--- src/rtl/dttp_pkg.sv ---
// Shared types and constants of the device tree token parser.
// Depends on nothing; imported by the top, front and back modules and by the bench.
`default_nettype none

package dttp_pkg;

    localparam int MAX_NEST_DEFAULT = 32;
    localparam int MID_DEPTH        = 4;
    localparam int RES_DEPTH        = 2;

    localparam logic [31:0] BLOB_MAGIC     = 32'hd00dfeed;
    localparam logic [31:0] BLOB_VERSION   = 32'd17;
    localparam logic [31:0] POS_MAGIC      = 32'd0;
    localparam logic [31:0] POS_OFF_STRUCT = 32'd8;
    localparam logic [31:0] POS_LAST_COMP  = 32'd24;
    localparam logic [31:0] POS_SIZE_STRUCT = 32'd36;
    localparam logic [31:0] MIN_STRUCT_OFF = 32'd40;

    localparam logic [31:0] TOKEN_BEGIN_NODE = 32'd1;
    localparam logic [31:0] TOKEN_END_NODE   = 32'd2;
    localparam logic [31:0] TOKEN_PROP       = 32'd3;
    localparam logic [31:0] TOKEN_NOP        = 32'd4;
    localparam logic [31:0] TOKEN_END        = 32'd9;

    localparam logic [1:0] PROP_HDR_WORDS = 2'd2;

    typedef enum logic [2:0] {
        TOK_BEGIN,
        TOK_END_NODE,
        TOK_PROP,
        TOK_NOP,
        TOK_FINISH,
        TOK_BAD
    } tok_kind_t;

    typedef enum logic [2:0] {
        EV_NODE   = 3'd0,
        EV_DONE   = 3'd1,
        EV_BADHDR = 3'd2,
        EV_BADTOK = 3'd3,
        EV_DEEP   = 3'd4,
        EV_UNDER  = 3'd5,
        EV_TRUNC  = 3'd6
    } ev_kind_t;

    typedef struct packed {
        logic        start;
        logic [31:0] pos;
        logic [31:0] word;
        logic [32:0] next4;
        logic [33:0] next12;
        logic        zero_byte;
        logic [29:0] pad_words;
        tok_kind_t   tok;
    } word_rec_t;

    typedef struct packed {
        ev_kind_t    kind;
        logic [4:0]  depth;
        logic [31:0] name_offset;
        logic [31:0] props_offset;
    } result_t;

endpackage

`default_nettype wire

--- src/rtl/device_tree_token_parser_top.sv ---
// Top level of the device tree token parser: front, middle queue, back, result queue.
// Depends on dttp_pkg, dttp_front, dttp_fifo and dttp_back.
//
// Input channel: blob words in order from byte offset 0, start_of_blob marking
// the first word of a blob. A word transfers at a clock edge with push high
// and full low. Result channel: while empty is low the oldest event sits on
// event_kind, node_depth, name_offset and props_offset; it transfers at an
// edge with pop high.
// One event per node, then one done or error event; after that the parser
// ignores words until the next start_of_blob.
// Throughput: one word per cycle while the result queue has room; the back end's token
// state machine takes a word on each pop. A word waits in the middle queue and
// its event in the registered result queue before the event can transfer out.
// When the receiver stalls, the result queue fills, the back end holds, and
// the four-entry middle queue absorbs words before full rises.
// Reset clears both queues, the byte position and the parser state; the first
// word after reset is taken as byte offset 0.
`default_nettype none

module device_tree_token_parser_top
    import dttp_pkg::*;
#(
    parameter int MAX_NEST = MAX_NEST_DEFAULT
) (
    input  wire logic        clk,
    input  wire logic        rst_n,
    input  wire logic        push,
    output logic             full,
    input  wire logic        start_of_blob,
    input  wire logic [31:0] blob_word,
    output logic             empty,
    input  wire logic        pop,
    output logic [2:0]       event_kind,
    output logic [4:0]       node_depth,
    output logic [31:0]      name_offset,
    output logic [31:0]      props_offset
);

    word_rec_t front_rec;
    word_rec_t mid_rec;
    logic      front_push;
    logic      mid_full;
    logic      mid_empty;
    logic      mid_pop;
    result_t   back_res;
    result_t   out_res;
    logic      res_push;
    logic      res_full;

    dttp_front u_front (
        .clk           (clk),
        .rst_n         (rst_n),
        .push          (push),
        .full          (full),
        .start_of_blob (start_of_blob),
        .blob_word     (blob_word),
        .rec           (front_rec),
        .rec_push      (front_push),
        .rec_full      (mid_full)
    );

    dttp_fifo #(
        .WIDTH ($bits(word_rec_t)),
        .DEPTH (MID_DEPTH)
    ) u_mid_q (
        .clk     (clk),
        .rst_n   (rst_n),
        .wr_en   (front_push),
        .wr_data (front_rec),
        .full    (mid_full),
        .rd_en   (mid_pop),
        .rd_data (mid_rec),
        .empty   (mid_empty)
    );

    dttp_back #(
        .MAX_NEST (MAX_NEST)
    ) u_back (
        .clk       (clk),
        .rst_n     (rst_n),
        .rec       (mid_rec),
        .rec_empty (mid_empty),
        .rec_pop   (mid_pop),
        .res_full  (res_full),
        .res_push  (res_push),
        .res       (back_res)
    );

    dttp_fifo #(
        .WIDTH ($bits(result_t)),
        .DEPTH (RES_DEPTH)
    ) u_res_q (
        .clk     (clk),
        .rst_n   (rst_n),
        .wr_en   (res_push),
        .wr_data (back_res),
        .full    (res_full),
        .rd_en   (pop),
        .rd_data (out_res),
        .empty   (empty)
    );

    assign event_kind   = out_res.kind;
    assign node_depth   = out_res.depth;
    assign name_offset  = out_res.name_offset;
    assign props_offset = out_res.props_offset;

endmodule

`default_nettype wire

--- src/rtl/dttp_fifo.sv ---
// Small register queue with count-based full and empty flags.
// Depends on nothing; used between front and back and on the result side.
`default_nettype none

module dttp_fifo #(
    parameter int WIDTH = 8,
    parameter int DEPTH = 2
) (
    input  wire logic             clk,
    input  wire logic             rst_n,
    input  wire logic             wr_en,
    input  wire logic [WIDTH-1:0] wr_data,
    output logic                  full,
    input  wire logic             rd_en,
    output logic [WIDTH-1:0]      rd_data,
    output logic                  empty
);

    localparam int PTR_W = (DEPTH > 1) ? $clog2(DEPTH) : 1;
    localparam int CNT_W = $clog2(DEPTH + 1);

    logic [WIDTH-1:0] mem [DEPTH];
    logic [PTR_W-1:0] wr_ptr_reg;
    logic [PTR_W-1:0] wr_ptr_next;
    logic [PTR_W-1:0] rd_ptr_reg;
    logic [PTR_W-1:0] rd_ptr_next;
    logic [CNT_W-1:0] count_reg;
    logic [CNT_W-1:0] count_next;
    logic             do_wr;
    logic             do_rd;

    assign full    = (count_reg == CNT_W'(DEPTH));
    assign empty   = (count_reg == '0);
    assign do_wr   = wr_en && !full;
    assign do_rd   = rd_en && !empty;
    assign rd_data = mem[rd_ptr_reg];

    always_comb
    begin
        wr_ptr_next = wr_ptr_reg;
        rd_ptr_next = rd_ptr_reg;
        count_next  = count_reg;
        if (do_wr)
        begin
            wr_ptr_next = (wr_ptr_reg == PTR_W'(DEPTH - 1)) ? '0 : wr_ptr_reg + PTR_W'(1);
        end
        if (do_rd)
        begin
            rd_ptr_next = (rd_ptr_reg == PTR_W'(DEPTH - 1)) ? '0 : rd_ptr_reg + PTR_W'(1);
        end
        if (do_wr && !do_rd)
        begin
            count_next = count_reg + CNT_W'(1);
        end
        else if (do_rd && !do_wr)
        begin
            count_next = count_reg - CNT_W'(1);
        end
    end

    always_ff @(posedge clk or negedge rst_n)
    begin
        if (!rst_n)
        begin
            wr_ptr_reg <= '0;
            rd_ptr_reg <= '0;
            count_reg  <= '0;
        end
        else
        begin
            wr_ptr_reg <= wr_ptr_next;
            rd_ptr_reg <= rd_ptr_next;
            count_reg  <= count_next;
        end
    end

    always_ff @(posedge clk)
    begin
        if (do_wr)
        begin
            mem[wr_ptr_reg] <= wr_data;
        end
    end

endmodule

`default_nettype wire

--- src/rtl/dttp_front.sv ---
// Front end: takes blob words, tracks byte position, classifies each word.
// Depends on dttp_pkg; feeds the middle queue in front of dttp_back.
`default_nettype none

module dttp_front
    import dttp_pkg::*;
(
    input  wire logic        clk,
    input  wire logic        rst_n,
    input  wire logic        push,
    output logic             full,
    input  wire logic        start_of_blob,
    input  wire logic [31:0] blob_word,
    output word_rec_t        rec,
    output logic             rec_push,
    input  wire logic        rec_full
);

    logic [31:0] pos_reg;
    logic [31:0] pos_next;
    logic [31:0] pos_cur;
    logic [32:0] plus3;

    function automatic tok_kind_t classify(input logic [31:0] w);
        tok_kind_t k;
        case (w)
            TOKEN_BEGIN_NODE: k = TOK_BEGIN;
            TOKEN_END_NODE:   k = TOK_END_NODE;
            TOKEN_PROP:       k = TOK_PROP;
            TOKEN_NOP:        k = TOK_NOP;
            TOKEN_END:        k = TOK_FINISH;
            default:          k = TOK_BAD;
        endcase
        return k;
    endfunction

    assign full     = rec_full;
    assign rec_push = push && !rec_full;
    assign pos_cur  = start_of_blob ? '0 : pos_reg;
    assign pos_next = pos_cur + 32'd4;
    assign plus3    = {1'b0, blob_word} + 33'd3;

    always_comb
    begin
        rec.start     = start_of_blob;
        rec.pos       = pos_cur;
        rec.word      = blob_word;
        rec.next4     = {1'b0, pos_cur} + 33'd4;
        rec.next12    = {2'b00, pos_cur} + 34'd12;
        rec.zero_byte = (blob_word[31:24] == '0) || (blob_word[23:16] == '0) ||
                        (blob_word[15:8] == '0) || (blob_word[7:0] == '0);
        rec.pad_words = plus3[31:2];
        rec.tok       = classify(blob_word);
    end

    always_ff @(posedge clk or negedge rst_n)
    begin
        if (!rst_n)
        begin
            pos_reg <= '0;
        end
        else if (rec_push)
        begin
            pos_reg <= pos_next;
        end
    end

endmodule

`default_nettype wire

--- src/rtl/dttp_back.sv ---
// Back end: header checks, token state machine, depth tracking, events.
// Depends on dttp_pkg; pops the middle queue and pushes the result queue.
`default_nettype none

module dttp_back
    import dttp_pkg::*;
#(
    parameter int MAX_NEST = MAX_NEST_DEFAULT
) (
    input  wire logic      clk,
    input  wire logic      rst_n,
    input  wire word_rec_t rec,
    input  wire logic      rec_empty,
    output logic           rec_pop,
    input  wire logic      res_full,
    output logic           res_push,
    output result_t        res
);

    localparam int NEST_W = $clog2(MAX_NEST) + 1;

    typedef enum logic [2:0] {
        PH_HEADER,
        PH_SEEK,
        PH_TOKEN,
        PH_NAME,
        PH_PROPHDR,
        PH_PROPDATA
    } phase_t;

    phase_t            phase_reg;
    phase_t            phase_next;
    logic [31:0]       sstart_reg;
    logic [31:0]       sstart_next;
    logic [32:0]       send_reg;
    logic [32:0]       send_next;
    logic [NEST_W-1:0] nest_reg;
    logic [NEST_W-1:0] nest_next;
    logic [NEST_W-1:0] nest_inc;
    logic [29:0]       skip_reg;
    logic [29:0]       skip_next;
    logic [31:0]       name_reg;
    logic [31:0]       name_next;
    logic [1:0]        left_reg;
    logic [1:0]        left_next;
    logic              fin_reg;
    logic              fin_next;
    logic              do_token;
    logic              ev_valid;

    assign rec_pop  = !rec_empty && !res_full;
    assign res_push = rec_pop && ev_valid;
    assign nest_inc = (rec.start ? '1 : nest_reg) + NEST_W'(1);

    always_comb
    begin
        phase_next  = rec.start ? PH_HEADER : phase_reg;
        sstart_next = rec.start ? '0 : sstart_reg;
        send_next   = rec.start ? '0 : send_reg;
        nest_next   = rec.start ? '1 : nest_reg;
        skip_next   = rec.start ? '0 : skip_reg;
        name_next   = rec.start ? '0 : name_reg;
        left_next   = rec.start ? '0 : left_reg;
        fin_next    = rec.start ? 1'b0 : fin_reg;
        ev_valid    = 1'b0;
        res         = '0;
        res.kind    = EV_NODE;
        do_token    = (phase_next == PH_TOKEN) ||
                      ((phase_next == PH_SEEK) && (rec.pos == sstart_next));
        if (!fin_next)
        begin
            case (phase_next)
                PH_HEADER:
                begin
                    if (rec.pos == POS_MAGIC && rec.word != BLOB_MAGIC)
                    begin
                        ev_valid = 1'b1;
                        res.kind = EV_BADHDR;
                        fin_next = 1'b1;
                    end
                    else if (rec.pos == POS_OFF_STRUCT)
                    begin
                        sstart_next = rec.word;
                    end
                    else if (rec.pos == POS_LAST_COMP && rec.word > BLOB_VERSION)
                    begin
                        ev_valid = 1'b1;
                        res.kind = EV_BADHDR;
                        fin_next = 1'b1;
                    end
                    else if (rec.pos == POS_SIZE_STRUCT)
                    begin
                        send_next = {1'b0, sstart_next} + {1'b0, rec.word};
                        if (sstart_next[1:0] != 2'b00 || sstart_next < MIN_STRUCT_OFF)
                        begin
                            ev_valid = 1'b1;
                            res.kind = EV_BADHDR;
                            fin_next = 1'b1;
                        end
                        else
                        begin
                            phase_next = PH_SEEK;
                        end
                    end
                end
                PH_NAME:
                begin
                    if (rec.zero_byte)
                    begin
                        ev_valid = 1'b1;
                        if (rec.next4 > send_next)
                        begin
                            res.kind = EV_TRUNC;
                            fin_next = 1'b1;
                        end
                        else if (nest_next == NEST_W'(MAX_NEST - 1))
                        begin
                            res.kind = EV_DEEP;
                            fin_next = 1'b1;
                        end
                        else
                        begin
                            nest_next        = nest_inc;
                            phase_next       = PH_TOKEN;
                            res.kind         = EV_NODE;
                            res.depth        = 5'({{(32 - NEST_W){1'b0}}, nest_inc});
                            res.name_offset  = name_next;
                            res.props_offset = rec.next4[31:0];
                        end
                    end
                end
                PH_PROPHDR:
                begin
                    if (left_next == PROP_HDR_WORDS)
                    begin
                        skip_next = rec.pad_words;
                    end
                    left_next = left_next - 2'd1;
                    if (left_next == 2'd0)
                    begin
                        phase_next = (skip_next == '0) ? PH_TOKEN : PH_PROPDATA;
                    end
                end
                PH_PROPDATA:
                begin
                    skip_next = skip_next - 30'd1;
                    if (skip_next == '0)
                    begin
                        phase_next = PH_TOKEN;
                    end
                end
                default:
                begin
                end
            endcase
            if (do_token)
            begin
                phase_next = PH_TOKEN;
                if (rec.next4 > send_next)
                begin
                    ev_valid = 1'b1;
                    res.kind = EV_TRUNC;
                    fin_next = 1'b1;
                end
                else
                begin
                    case (rec.tok)
                        TOK_BEGIN:
                        begin
                            name_next  = rec.next4[31:0];
                            phase_next = PH_NAME;
                        end
                        TOK_END_NODE:
                        begin
                            if (nest_next == '1)
                            begin
                                ev_valid = 1'b1;
                                res.kind = EV_UNDER;
                                fin_next = 1'b1;
                            end
                            else
                            begin
                                nest_next = nest_next - NEST_W'(1);
                            end
                        end
                        TOK_PROP:
                        begin
                            if (rec.next12 > {1'b0, send_next})
                            begin
                                ev_valid = 1'b1;
                                res.kind = EV_TRUNC;
                                fin_next = 1'b1;
                            end
                            else
                            begin
                                left_next  = PROP_HDR_WORDS;
                                phase_next = PH_PROPHDR;
                            end
                        end
                        TOK_NOP:
                        begin
                        end
                        TOK_FINISH:
                        begin
                            ev_valid = 1'b1;
                            res.kind = EV_DONE;
                            fin_next = 1'b1;
                        end
                        default:
                        begin
                            ev_valid = 1'b1;
                            res.kind = EV_BADTOK;
                            fin_next = 1'b1;
                        end
                    endcase
                end
            end
        end
    end

    always_ff @(posedge clk or negedge rst_n)
    begin
        if (!rst_n)
        begin
            phase_reg  <= PH_HEADER;
            sstart_reg <= '0;
            send_reg   <= '0;
            nest_reg   <= '1;
            skip_reg   <= '0;
            name_reg   <= '0;
            left_reg   <= '0;
            fin_reg    <= 1'b0;
        end
        else if (rec_pop)
        begin
            phase_reg  <= phase_next;
            sstart_reg <= sstart_next;
            send_reg   <= send_next;
            nest_reg   <= nest_next;
            skip_reg   <= skip_next;
            name_reg   <= name_next;
            left_reg   <= left_next;
            fin_reg    <= fin_next;
        end
    end

    a_push_needs_pop: assert property (@(posedge clk) disable iff (!rst_n)
        res_push |-> rec_pop)
        else $error("result pushed without a word transfer");

    a_terminal_event: assert property (@(posedge clk) disable iff (!rst_n)
        (res_push && res.kind != EV_NODE) |=> fin_reg)
        else $error("parser not finished after terminal event");

    a_nest_range: assert property (@(posedge clk) disable iff (!rst_n)
        (nest_reg == '1) || (nest_reg < NEST_W'(MAX_NEST)))
        else $error("nesting level out of range");

    a_skip_live: assert property (@(posedge clk) disable iff (!rst_n)
        (phase_reg == PH_PROPDATA) |-> (skip_reg != '0))
        else $error("property data phase with nothing to skip");

endmodule

`default_nettype wire

--- config.mk ---
export PLATFORM = sky130hd
export DESIGN_NAME = device_tree_token_parser_top
export DESIGN_NICKNAME = d
export VERILOG_FILES = /design/src/rtl/dttp_pkg.sv /design/src/rtl/device_tree_token_parser_top.sv /design/src/rtl/dttp_fifo.sv /design/src/rtl/dttp_front.sv /design/src/rtl/dttp_back.sv
export SDC_FILE = /design/constraint.sdc
export NUM_CORES = 2
export LEC_CHECK = 0
export BUFFER_PORTS_ARGS = -buffer_cell sky130_fd_sc_hd__buf_2
export CORE_ASPECT_RATIO = 2
export CORE_MARGIN = 2
export CORE_UTILIZATION = 63
export CTS_CLUSTER_DIAMETER = 50
export DETAILED_ROUTE_END_ITERATION = 7
export PLACE_DENSITY = 0.9
export SETUP_SLACK_MARGIN = 0.5
export SLEW_MARGIN = 0
export SYNTH_ARGS = -nofsm -noshare
export SYNTH_HDL_FRONTEND = slang
export SYNTH_HIERARCHICAL = 1
export SYNTH_SLANG_ARGS = --single-unit
export TNS_END_PERCENT = 20
--- constraint.sdc ---
create_clock -name clk -period 14.36 [get_ports clk]
set_input_delay 2.154 -clock clk [delete_from_list [all_inputs] [get_ports clk]]
set_output_delay 2.154 -clock clk [all_outputs]
set_load 0.01 [all_outputs]
; After elaboration in Yosys (flattened, before gate mapping)
; Memories as Yosys holds them, arrays and structs flattened.
; Cells that the tools add are included.
[classes]
mux = 116
eq_ne = 26
reduce_logical = 43
add_sub_neg = 17
order_cmp = 5
[op_table]
columns = operator, count
row1 = two-way mux 32 bit, 11
row2 = two-way mux 33 bit, 8
row3 = two-way mux 69 bit, 3
row4 = two-way mux 30 bit, 5
row5 = two-way mux 72 bit, 2
row6 = two-way mux 3 bit, 28
row7 = greater-than comparator 33 bit, 2
row8 = two-way mux 6 bit, 11
row9 = equality test 32 x 2 -> 1 bit (second input constant), 2
row10 = equality test 32 x 4 -> 1 bit (second input constant), 2
row11 = logical NOT 30 bit, 2
row12 = case mux 30 bit (2 select lines), 1
row13 = greater-than comparator 34 x 33 -> 1 bit, 1
row14 = adder 32 x 3 -> 33 bit (second input constant), 1
row15 = adder 32 x 32 -> 33 bit, 1
row16 = adder 32 x 4 -> 33 bit (second input constant), 1
row17 = adder 32 x 2 -> 32 bit (second input constant), 1
row18 = adder 32 x 3 -> 32 bit (second input constant), 1
row19 = equality test 32 x 1 -> 1 bit (second input constant), 1
row20 = equality test 32 x 3 -> 1 bit (second input constant), 1
row21 = equality test 32 bit, 1
row22 = equality test 32 x 5 -> 1 bit (second input constant), 1
row23 = equality test 32 x 6 -> 1 bit (second input constant), 1
row24 = greater-than comparator 32 x 5 -> 1 bit (second input constant), 1
row25 = other kinds (32), 118
[word_totals]
n_memories = 2
mem_bits_rw = 804
output_inout_bits = 74
input_bits = 37
regBits = 182
[memory_table]
columns = memory, words, word_bits, rd, rd_clocked_by_memory_dff, write_ports, line
row1 = u_mid_q.mem, 4, 165, 1, 0, 1, dttp_fifo.sv:22  ; logic [WIDTH-1:0] mem [DEPTH];
row2 = u_res_q.mem, 2, 72, 1, 0, 1, dttp_fifo.sv:22

; Longest topological paths before layout
; An unclocked memory read counts as a cell.
[depth]
depth_word = 21
ltp_mapped = 42

; Modules after synthesis
; The synthesis kept the hierarchy.
[by_module_without_submodules]
columns = mod, area_each_um2, cells_each, n_inst, seq_area_each_um2
row1 = dttp_fifo (u_mid_q), 24394.6, 905, 1, 20114.3
row2 = dttp_back, 13987.2, 1807, 1, 3485.8
row3 = dttp_fifo (u_res_q), 5741.8, 243, 1, 4424.2
row4 = dttp_front, 3975.1, 510, 1, 800.8

; Worst setup path after synthesis
; OpenSTA, ideal clock, no wires.
[synth_timing]
path_type = reg2reg
from = reg u_mid_q.rd_ptr_reg[0]
to = mem u_res_q/mem[0][0] in the netlist's numbering, enable pin
required_time_ns = 13.857
setup_ns = 0.503
arrival_time_ns = 10.221
path_stages_with_launch = 36
path_slack_ns = 3.636
cell_sequence = dfrtp_1 -> buf_6 -> buf_6 -> mux4_2 -> buf_2 -> buf_6 -> buf_2 -> buf_2 -> clkbuf_1 -> clkbuf_1 -> clkbuf_1 -> clkbuf_1 -> nor2b_1 -> ha_1 -> or2_2 -> maj3_1 -> a21oi_1 -> nor2_1 -> a31oi_1 -> o31ai_1 -> a2111o_1 -> a31oi_1 -> xnor2_1 -> a21oi_1 -> ha_1 -> nand4_1 -> nor2_1 -> nand3_1 -> nor2_1 -> o21ai_0 -> a221oi_4 -> and2_1 -> a2111oi_0 -> a211oi_1 -> nand2_1 -> nor2_1
[synth_rtl]
columns = element, line
row1 = "start, declared", dttp_fifo.sv:25  ; logic [PTR_W-1:0] rd_ptr_reg;
row2 = "start signal, assigned", dttp_fifo.sv:72  ; rd_ptr_reg <= rd_ptr_next;
row3 = "end, declared", dttp_fifo.sv:22

==> summary.md <==
| Metric | Value |
|---|---|
| Reg2reg end | `u_res_q/mem[0][15]` |
| FF+latch area | `28,800 um2` |
| Slew Viols, Final | `0` |
| Max reg flops | `664` |
| Hold path start | `u_back/send_reg[15]` |
| 1st-pass router iterations | `8` |
| Crit path max fanout | `72` |
| Via Count | `32,000` |
| Synthesized area | `48,100 um2` |
| Rel. slew slack | `17.4%` |
| Clk_skew | `0.0481 ns` |
| Synth Warn # | `6` |
| Final worst slack | `4.81 ns` |
| Clk slew on worst S/H paths | `0.07 ns` |
| Core ar. | `75,900 um2` |
| PwrDens | `187 nW/um2` |
| Post-synthesis register bit count | `990` |
| Routed wire per std cell | `31.2 um` |
| Critical path class | `flip-flop to flip-flop` |
| I/O pins | `111` |
| Failing checks | `design-rule violations` |
| Crit path DAT | `9.87 ns` |
| Clk root buf | `clkbuf_16` |
| Status | `complete, but fails checks` |
| Setup TNS | `0 ns` |
| GRT Total Usage | `37.0%` |
| Layout area overhead | `7.39%` |
| Routed Antenna Nets | `0` |
| Leakage power figure | `18.9 nW` |
| Synth cell types | `111` |
| Total setup buffers inserted after CTS | `0` |
| PostCTS Resize Cnt | `0` |
| Port bufs | `110` |
| Initial cell density of the core | `63.4%` |
| Pin count of the biggest net entering global routing | `100` |
| Syn avg cell area | `13.9 um2` |
| Total gr overflow | `0` |
| Drt drc | `8` |
| WHS Path Cells | `2` |
| Die Wd | `199 um` |
| Gpl congestion | `1.09` |
| CTS buffer count | `80` |
| R2R depth | `28` |
| Period utilisation layout | `66.5%` |
| Sink Count | `between 900 and 1,000` |
| Post-synth top flop | `edfxtp_1` |
| CP startpoint kind | `flip-flop` |
| Die area | `78,700 um2` |
| Post-synth EDFFs | `808` |
| Final Setup Violations | `0` |
| RSZ-0062 raised after global routing | `no` |
| Final Hold Viols | `0` |
| Max-capacitance violation count | `0` |
| Multi-input gate area | `approximately 18,000 um2` |
| Post-synthesis sequential area ratio | `59.9%` |
| Tmin final | `9.55 ns` |
| Endpoint kind of the worst setup timing path | `flip-flop` |
| Number of global-route vias before repair | `32,100` |
| DRT iter0 DRCs | `4,276` |
| Asr flop ratio synth | `18.4%` |
| CTS tree | `yes` |
| H-Tree Depth | `3` |
| Worst path slowest cell | `mux4_4` |
| Cells after Synth | `3,465` |
| Min-Delay Path Class | `flip-flop to flip-flop` |
| Post-Route WL | `142,000 um` |
| CTS Buffer Depth | `3` |
| Post-CTS Hold Fix Bufs | `0` |
| Worst-Margin Slew | `1.24 ns` |
| Num rows | `143` |
| Worst slack at placement | `slightly below 5 ns` |
| Ratio of cells with drive above 1 in the final layout | `17.1%` |
| Worst-skew pair later-pin latency | `about 0.72 ns` |
| Synthesized Nets | `3,646` |
| Initial antenna violation count | `6` |
| FMAX | `105 MHz` |
| R2R Setup Slk | `roughly 4.8 ns` |
| Routed vias/inst | `about 7.0` |
| Die height | `395 um` |
| Hold Path Sink | `u_back/send_reg[15]` |
| Nets | `3,655` |
| Worst vdd ir | `0.199 mV` |
| First-pass GRT wire length | `approximately 210,000 um` |
| Number of fillers in the final layout | `4,916` |
| Worst path max stage delay | `1.03 ns` |
| DP HPWL | `about 96,000 um` |
| Worst reg2reg path startpoint | `u_mid_q/rd_ptr_reg[0]` |
| WP data required | `14.68 ns` |
==> cell families (layout without fill, tap and decap cells) <==
kind of cell	after synthesis	after routing	share of synthesized area, %
AO/OA/AOI/OAI	593	593	8.25
XOR/XNOR	143	143	2.60
adder cells (fa/ha/maj)	146	146	3.82
buffers and inverters	275	350	3.20
flip-flops	990	990	59.9
multiplexers	261	261	10.5
other	1	3	0.00780
AND/OR/NAND/NOR	1056	1056	11.7
==> final cells by class <==
cell class | count | share of cell area (%)
clock inverters | 42 | 0.952
flip-flops and latches | 990 | 55.8
well taps | 1015 | 2.46
repair buffers | 150 | 1.69
multi-input cells | 2200 | 34.5
diodes | 2 | 0.00969
inverters | 52 | 0.378
clock buffers | 106 | 4.22
==> placed cells by master, fill, tap and decap left out, types with 14 or more instances in the layout <==
cell type and n:
nor4bb_1 16, o22ai_1 14, a21oi_1 114, a31oi_1 47
nand3_1 61, dfrtp_1 173, clkbuf_16 81, mux2i_1 14
clkbuf_1 19, and2_1 71, o21ai_1 38, nor2_1 191
o21ai_0 133, nand4_1 50, nor4_1 52, and3_1 23
ha_1 142, nand2b_1 18, buf_2 109, a22o_1 38
xnor2_1 91, and4_1 14, a21o_1 31, or3_1 21
nor2b_1 70, nor3_1 66, o21a_1 19, edfxtp_1 808
buf_4 39, mux4_2 165, xor2_1 52, nand2_1 303
mux2_4 69, a211oi_1 18, inv_1 50, a221o_1 15
==> synthesized netlist by cell type (39+ instances only) <==
library cell	number	area (um2)
mux2_4	69	1040
a21oi_1	114	571
buf_4	45	338
ha_1	142	1780
buf_2	41	205
and2_1	75	469
nor3_1	68	340
clkbuf_1	101	379
nand2_1	304	1140
nor2b_1	70	438
inv_1	51	191
nor2_1	192	721
xor2_1	52	455
o21ai_0	133	666
dfrtp_1	176	4400
a31oi_1	47	294
xnor2_1	91	797
edfxtp_1	808	24300
nand3_1	61	305
o21ai_1	39	195
nand4_1	50	313
nor4_1	53	332
mux4_2	166	3740
==> report_power, final <==
| part | switching (mW) | internal, mW |
|---|---|---|
| sequential | 0.202 | 3.61 |
| combinational | 2.47 | 1.14 |
| clock | 1.07 | 1.19 |
| total | 3.74 | 5.94 |
==> worst max-delay path by stage <==
stage | startpoint | to | slack (ns) | depth (start not counted)
2_1_floorplan | u_mid_q/rd_ptr_reg[0] | u_res_q/mem[0][0] | 3.64 | 35
3_3_place_gp | u_mid_q/rd_ptr_reg[0] | u_res_q/mem[0][15] | 5.00 | 28
3_5_place_dp | u_mid_q/rd_ptr_reg[0] | u_res_q/mem[0][15] | 4.90 | 28
4_1_cts | u_mid_q/rd_ptr_reg[0] | u_res_q/mem[0][15] | 4.89 | 28
5_1_grt | u_mid_q/rd_ptr_reg[0] | u_res_q/mem[0][5] | 4.37 | 28
6_report | u_mid_q/rd_ptr_reg[0] | u_res_q/mem[0][15] | 4.81 | 28
==> layer usage <==
layer,routed length (um),vias to the layer above,track usage (%)
li1,-,13300,-
met1,41800,15600,37.5
met2,68600,2325,59.4
met3,13700,786,10.1
met4,18000,10,37.7
met5,63,-,0
==> critical path, delay by kind of cell, from the launching register on <==
family          cells  cell delay (ns)
compound gates     13             3.44
mux                 1             1.03
buf+inv             3             1.59
flops               1             0.90
xor+xnor            1             0.18
simple gates        8             1.32
fa+ha+maj           2             0.57
==> metrics by stage <==
stage / instance area, um2 / utilization, % / std cells / hold WS [ns] / power [mW]
2_1_floorplan: 48100 / - / 3465 / 0.450 / 6.12
3_3_place_gp: 49000 / 64.5 / 4407 / 0.462 / 7.16
3_5_place_dp: 49000 / 64.5 / 4407 / 0.470 / 7.25
4_1_cts: 51600 / 68.1 / 4555 / 0.486 / 9.51
5_1_grt: 51600 / 68.1 / 4555 / 0.508 / 9.94
6_report: 51700 / 68.1 / 4557 / 0.483 / 9.68
Note: power is estimated with default switching activity, not from simulation.
